$ cat src/design/assert_macros.svh
// Assertion macros for the RTL of the set block, included by the top-level file.
`ifndef ASSERT_MACROS_SVH
`define ASSERT_MACROS_SVH

// Check a property on every rising clk edge, gated off while rst is high.
`define ASSERT_CLK(label, prop, msg) \
  label: assert property (@(posedge clk) disable iff (rst) (prop)) else $error(msg);

// Check a property on every rising clk edge, reset cycles included.
`define ASSERT_ALWAYS(label, prop, msg) \
  label: assert property (@(posedge clk) (prop)) else $error(msg);

`endif

$ cat src/design/bis_pkg.sv
// Package for the bounded integer set: operation codes, FSM states, cell control.
`default_nettype none
package bis_pkg;

  localparam int DEF_CAPACITY = 8;
  localparam int VALUE_W      = 32;
  localparam int KIND_W       = 2;
  localparam int COUNT_OUT_W  = 4;
  localparam int IN_DATA_W    = 32;
  localparam int OUT_DATA_W   = 8;

  typedef enum logic [KIND_W-1:0] {
    KIND_INSERT = 2'd0,
    KIND_REMOVE = 2'd1,
    KIND_LOOKUP = 2'd2,
    KIND_CLEAR  = 2'd3
  } kind_t;

  typedef enum logic {
    ST_IDLE  = 1'b0,
    ST_APPLY = 1'b1
  } state_t;

  typedef struct packed {
    logic cmp;    // latch compare result against the operand
    logic load;   // write the operand into the entry
    logic shift;  // take the upper neighbor's entry if at or above the hit
  } cell_ctl_t;

endpackage
`default_nettype wire

$ cat src/design/bis_cell.sv
// One storage cell of the set: entry register, compare, and shift-down path.
`default_nettype none
module bis_cell (
  input  logic                         clk,
  input  bis_pkg::cell_ctl_t           ctl,
  input  logic                         live,
  input  logic [bis_pkg::VALUE_W-1:0]  value,
  input  logic                         seen_in,
  output logic                         seen_out,
  input  logic [bis_pkg::VALUE_W-1:0]  shift_data,
  output logic [bis_pkg::VALUE_W-1:0]  entry
);
  import bis_pkg::*;

  logic hit;

  assign seen_out = seen_in | hit;

  always_ff @(posedge clk) begin
    if (ctl.cmp) begin
      hit <= live && (entry == value);
    end
  end

  always_ff @(posedge clk) begin
    if (ctl.load) begin
      entry <= value;
    end else if (ctl.shift && seen_out) begin
      entry <= shift_data;
    end
  end

endmodule
`default_nettype wire

$ cat src/design/bounded_integer_set.sv
// Top level of the bounded integer set: handshake, FSM, count, cell chain.
//
//  channel | dir | fields (lowest bit first)
//  s_*     | in  | tuser: kind[1:0]; tdata: value[31:0]
//  m_*     | out | tdata: success[0], was_member[1], count[5:2], zero[7:6]
//
// The accept cycle latches a compare in every cell; the apply state that follows
// resolves the hit chain and updates entries and count.
// A result waiting in the output register does not block acceptance; only an
// update that finds the output register still full holds in the apply state.
// rst clears the count and control; entries are not cleared.
`default_nettype none
`include "assert_macros.svh"
module bounded_integer_set #(
  parameter int CAPACITY = bis_pkg::DEF_CAPACITY
) (
  input  logic                            clk,
  input  logic                            rst,
  input  logic                            s_tvalid,
  output logic                            s_tready,
  input  logic [bis_pkg::IN_DATA_W-1:0]   s_tdata,   // value[31:0]
  input  logic [bis_pkg::KIND_W-1:0]      s_tuser,   // kind[1:0]
  output logic                            m_tvalid,
  input  logic                            m_tready,
  output logic [bis_pkg::OUT_DATA_W-1:0]  m_tdata    // success, was_member, count[3:0], 0[1:0]
);
  import bis_pkg::*;

  localparam int CW = $clog2(CAPACITY + 1);

  state_t             state, state_next;
  kind_t              op_kind;
  logic [VALUE_W-1:0] op_value;
  logic [CW-1:0]      count, count_next;

  logic               s_fire;
  logic               apply_fire;
  logic               member;
  logic               full;
  logic               ok;
  logic               member_out;
  logic               do_load;
  logic               do_shift;
  logic [VALUE_W-1:0] cell_value;

  logic [CAPACITY:0]  seen;
  logic [CAPACITY-1:0] load_vec;
  logic [VALUE_W-1:0] entry [CAPACITY];

  // FSM next state
  always_comb begin
    state_next = state;
    case (state)
      ST_IDLE: begin
        if (s_tvalid) state_next = ST_APPLY;
      end
      ST_APPLY: begin
        if (!m_tvalid || m_tready) state_next = ST_IDLE;
      end
      default: state_next = ST_IDLE;
    endcase
  end

  // FSM outputs
  always_comb begin
    s_tready   = 1'b0;
    apply_fire = 1'b0;
    case (state)
      ST_IDLE:  s_tready   = 1'b1;
      ST_APPLY: apply_fire = !m_tvalid || m_tready;
      default: begin
        s_tready   = 1'b0;
        apply_fire = 1'b0;
      end
    endcase
  end

  assign s_fire     = s_tvalid && s_tready;
  assign cell_value = (state == ST_IDLE) ? s_tdata : op_value;
  assign member     = seen[CAPACITY];
  assign full       = (count == CW'(CAPACITY));

  always_comb begin
    ok         = 1'b1;
    member_out = member;
    do_load    = 1'b0;
    do_shift   = 1'b0;
    count_next = count;
    case (op_kind)
      KIND_INSERT: begin
        ok = member || !full;
        if (!member && !full) begin
          do_load    = 1'b1;
          count_next = count + CW'(1);
        end
      end
      KIND_REMOVE: begin
        ok = member;
        if (member) begin
          do_shift   = 1'b1;
          count_next = count - CW'(1);
        end
      end
      KIND_LOOKUP: ok = 1'b1;
      KIND_CLEAR: begin
        member_out = 1'b0;
        count_next = '0;
      end
      default: ok = 1'b1;
    endcase
  end

  assign seen[0] = 1'b0;

  for (genvar i = 0; i < CAPACITY; i++) begin : g_cell
    cell_ctl_t          ctl;
    logic [VALUE_W-1:0] up_data;

    assign load_vec[i] = apply_fire && do_load && (count == CW'(i));
    assign ctl.cmp     = s_fire;
    assign ctl.load    = load_vec[i];
    assign ctl.shift   = apply_fire && do_shift;

    if (i == CAPACITY - 1) begin : g_last
      assign up_data = entry[i];
    end else begin : g_mid
      assign up_data = entry[i+1];
    end

    bis_cell u_cell (
      .clk        (clk),
      .ctl        (ctl),
      .live       (CW'(i) < count),
      .value      (cell_value),
      .seen_in    (seen[i]),
      .seen_out   (seen[i+1]),
      .shift_data (up_data),
      .entry      (entry[i])
    );
  end

  always_ff @(posedge clk) begin
    if (rst) begin
      state    <= ST_IDLE;
      count    <= '0;
      m_tvalid <= 1'b0;
    end else begin
      state <= state_next;
      if (apply_fire) begin
        count    <= count_next;
        m_tvalid <= 1'b1;
      end else if (m_tready) begin
        m_tvalid <= 1'b0;
      end
    end
  end

  always_ff @(posedge clk) begin
    if (s_fire) begin
      op_kind  <= kind_t'(s_tuser);
      op_value <= s_tdata;
    end
    if (apply_fire) begin
      m_tdata <= {2'b00, COUNT_OUT_W'(count_next), member_out, ok};
    end
  end

  `ASSERT_CLK(a_count_bound, count <= CW'(CAPACITY), "count above capacity")
  `ASSERT_CLK(a_single_load, $onehot0(load_vec), "more than one cell loaded")
  `ASSERT_CLK(a_apply_done, apply_fire |=> (state == ST_IDLE) && m_tvalid, "update not retired")
  `ASSERT_ALWAYS(a_no_accept_busy, (state == ST_APPLY) |-> !s_tready, "accept while busy")

endmodule
`default_nettype wire
$ cat config.mk
export PLATFORM = sky130hd
export DESIGN_NAME = bounded_integer_set
export DESIGN_NICKNAME = d
export VERILOG_FILES = /design/src/design/bis_pkg.sv /design/src/design/bis_cell.sv /design/src/design/bounded_integer_set.sv
export VERILOG_INCLUDE_DIRS = /design/src /design/src/design
export SDC_FILE = /design/constraint.sdc
export NUM_CORES = 1
export LEC_CHECK = 0
export BUFFER_PORTS_ARGS = -buffer_cell sky130_fd_sc_hd__buf_2
export CORE_ASPECT_RATIO = 0.75
export CORE_UTILIZATION = 57
export DETAILED_ROUTE_END_ITERATION = 8
export PLACE_DENSITY = 0.88
export SLEW_MARGIN = 20
export SYNTH_ARGS = -nofsm -noshare
export SYNTH_HDL_FRONTEND = slang
export SYNTH_HIERARCHICAL = 1
export SYNTH_SLANG_ARGS = --single-unit
$ cat constraint.sdc
create_clock -name clk -period 4.6 [get_ports clk]
set_input_delay 0.23 -clock clk [delete_from_list [all_inputs] [get_ports clk]]
set_output_delay 0.23 -clock clk [all_outputs]
set_load 0.02 [all_outputs]
==> flow_metrics.env <==
export IMPL_via_count=9146
export IMPL_synth_area_sq_um=16200
export IMPL_synth_main_ff_cell="edfxtp_1"
export IMPL_ctsHtreeMaxLevel=1
export IMPL_crit_required_ns=4.88
export IMPL_hp_class="input port to flip-flop"
export IMPL_r2r_setup_slack_ns=0.07
export IMPL_ioPinCount=48
export IMPL_drtIter0Drc=766
export IMPL_placed_area_sq_um=17100
export IMPL_die_h_um=148
export IMPL_ys_async_sr_fraction=0
export IMPL_synthCells=1098
export IMPL_final_net_count=1238
export IMPL_drt_pass1_iter_count=5
export IMPL_worst_pin_slew_ns=0.753
export IMPL_hold_ws_ns=0.389
export IMPL_slew_violations=0
export IMPL_diodes=0
export IMPL_grt_pass1_wl_mm=49.9
export IMPL_crit_arrival_ns=4.80
export IMPL_cts_root_buf="clkbuf_16"
export IMPL_clock_sinks=310
export IMPL_cp_max_fo=33
export IMPL_outcome="finished clean"
export IMPL_whs_endpoint="op_kind[0]$_DFFE_PP_"
export IMPL_totalWireLength_mm=31.2
export IMPL_dieWidth_um=197
export IMPL_avgSynthCellArea_sq_um=14.8
export IMPL_dp_hpwl_mm=20.6
export IMPL_endpoint_kind="flip-flop"
export IMPL_synth_edf_count=304
export IMPL_ys_ff_latch=310
export IMPL_power_leakage_nw=4.71
export IMPL_port_buffers=45
export IMPL_setup_viol=0
export IMPL_finalSetupTns_ns=0
export IMPL_area_delta_synth_final_pct=14.6
export IMPL_min_path_cells=2
export IMPL_post_drt_via_cell_ratio=5.70
export IMPL_cts_buffers=31
export IMPL_rsz0062_at_grt="true"
export IMPL_coreArea_sq_um=28000
export IMPL_cts_tree="yes"
export IMPL_grt_usage=0.215
export IMPL_worstReg2RegStart="g_cell[0].u_cell/hit$_DFFE_PP_"
export IMPL_overflow=0
export IMPL_ir_worst_vdd_mv=0.249
export IMPL_slew_limit_headroom=0.495
export IMPL_fmax_mhz=221
export IMPL_antenna_found_initial=0
export IMPL_routedWlPerCell_um=19.4
export IMPL_cap_violations=0
export IMPL_yosysWarnings=6
export IMPL_r2r_cells=14
export IMPL_grt_pass1_vias=9276
export IMPL_holdCritStartpoint="s_tuser[0]"
export IMPL_ant_nets=0
export IMPL_fin_skew_ns=0.0212
export IMPL_drive_gt1_frac=0.363
export IMPL_clock_latency_ns=0.57
export IMPL_crit_type="flip-flop to flip-flop"
export IMPL_power_per_cell_area_nw_per_um2=339
export IMPL_cts_buffer_depth=3
export IMPL_fin_crit_ns=4.53
export IMPL_gp_congestion=0.877
export IMPL_post_route_period_util=0.984
export IMPL_hold_viol_final=0
export IMPL_start_util=0.580
export IMPL_path_clk_slew_ns=0.07
export IMPL_grt_max_degree=43
export IMPL_design_area_sq_um=18600
export IMPL_r2r_end="g_cell[0].u_cell/entry[5]$_DFFE_PP_"
export IMPL_rows=53
export IMPL_ys_seq_area_frac=0.570
export IMPL_drc=0
export IMPL_synthDistinctLibCells=45
export IMPL_dieArea_sq_um=29200
export IMPL_cp_start_kind="flip-flop"
## cell usage after synthesis, types with 2 or more instances
master    count  area [sq um]
a21o_1       11          82.6
a21oi_1       6          30.0
and2_1        4          25.0
and3b_1       2          17.5
buf_2        37           185
buf_4         3          22.5
buf_6         2          22.5
dfxtp_1       6           120
edfxtp_1    304          9130
ha_1          4          50.1
inv_1        10          37.5
mux2_2      289          3250
nand2_1      11          41.3
nand3_1      18          90.1
nand4_1      11          68.8
nor2_1        6          22.5
nor3_1       15          75.1
nor3_2        8          80.1
nor4_1       56           350
o211ai_1      2          15.0
o21ai_0       6          30.0
or2_2         9          56.3
or3_1         2          12.5
xnor2_1       8          70.1
xor2_1      248          2170
## power breakdown
part | switching [mW] | internal [mW] | total, mW | leakage [nW]
Combinational | 0.360 | 0.194 | 0.555 | 2.23
Sequential | 0.0221 | 3.11 | 3.14 | 1.97
Clock | 1.06 | 1.56 | 2.62 | 0.515
Total | 1.44 | 4.87 | 6.32 | 4.71
## cells by family after synthesis
logic type / after synthesis / share of synthesized area
AOI/OAI and AO/OA: 33 / 0.0137
xor gates and xnor gates: 256 / 0.138
adders and majority gates: 4 / 0.00308
buffers and inverters: 53 / 0.0167
DFF: 310 / 0.570
muxes: 289 / 0.200
other: 1 / 0.000231
and+or+nand+nor: 152 / 0.0580
## metal layers
layer | global-route usage | wire (um)
met1 | 0.327 | 15200
met2 | 0.327 | 13700
met4 | 0.0492 | 568
met5 | 0 | 0
met3 | 0.0317 | 1690
## cell type report
cell class	count	area (sq um)
clock inverter	23	273
clock buffer	33	783
inverter	10	37.5
fill	1825	9380
timing repair buffer	106	1010
multi-input combinational	737	6770
tap	385	482
sequential	310	9250
## sequential cells by signal, summed over array words and instances (netlist names)
register,flops
count,4
g_cell.u_cell/entry,256
m_tvalid,1
g_cell.u_cell/hit,8
m_tdata,6
state,1
op_value,32
op_kind,2
## worst max path at each step
stage                                                      end  depth (start not counted)                            from  slack (ns)
after global placement     g_cell[0].u_cell/entry[5]$_DFFE_PP_                         14  g_cell[0].u_cell/hit$_DFFE_PP_        0.10
after detailed placement   g_cell[0].u_cell/entry[5]$_DFFE_PP_                         14  g_cell[0].u_cell/hit$_DFFE_PP_        0.03
after floorplan            g_cell[0].u_cell/entry[0]$_DFFE_PP_                         15  g_cell[0].u_cell/hit$_DFFE_PP_       -0.03
final                      g_cell[0].u_cell/entry[5]$_DFFE_PP_                         14  g_cell[0].u_cell/hit$_DFFE_PP_        0.07
after global routing      g_cell[0].u_cell/entry[14]$_DFFE_PP_                         14  g_cell[0].u_cell/hit$_DFFE_PP_       -0.08
after CTS                 g_cell[5].u_cell/entry[10]$_DFFE_PP_                         13  g_cell[0].u_cell/hit$_DFFE_PP_        0.03
## critical path: stages (launching register included)
cell      delay, ns
edfxtp_1       0.36
or2_2          0.31
or2_2          0.30
or2_2          0.31
or2_2          0.31
or2_2          0.30
or2_2          0.29
or2_2          0.29
or2_2          0.34
or2_2          0.34
nor4_4         0.27
and2_1         0.24
buf_12         0.21
a21o_2         0.18
buf_12         0.17
## what timing repair did
action	4_1_cts	5_1_grt
pin swaps	1	0
setup buffers	0	1
gates cloned	0	1
hold endpoints to repair	40	0
hold buffers	37	0
resized for setup	0	3
setup endpoints to repair	20	321
## through the flow
step	instances	power [mW]	setup WS (ns)	util
6_report	1604	6.32	0.0715	0.665
5_1_grt	1604	6.51	-0.0823	0.665
4_1_cts	1602	6.34	0.0261	0.663
3_5_place_dp	1509	3.71	0.0264	0.612
3_3_place_gp	1509	3.68	0.102	0.612
2_1_floorplan	1100	3.55	-0.0268	-
## cells in the final DEF, fill, tap and decap left out, types with 8 or more instances in the layout
| master | instances |
|---|---|
| or2_2 | 9 |
| nor3_1 | 12 |
| dlygate4sd3_1 | 37 |
| buf_2 | 45 |
| xor2_1 | 248 |
| edfxtp_1 | 304 |
| inv_1 | 10 |
| clkbuf_16 | 32 |
| nand4_1 | 11 |
| mux2_2 | 289 |
| nor4_1 | 56 |
| a21o_2 | 8 |
| buf_12 | 17 |
| nand3_1 | 18 |
| xnor2_1 | 8 |
| nand2_1 | 11 |
| nor3_2 | 9 |
No activity file was read; power rests on OpenSTA's default activity.
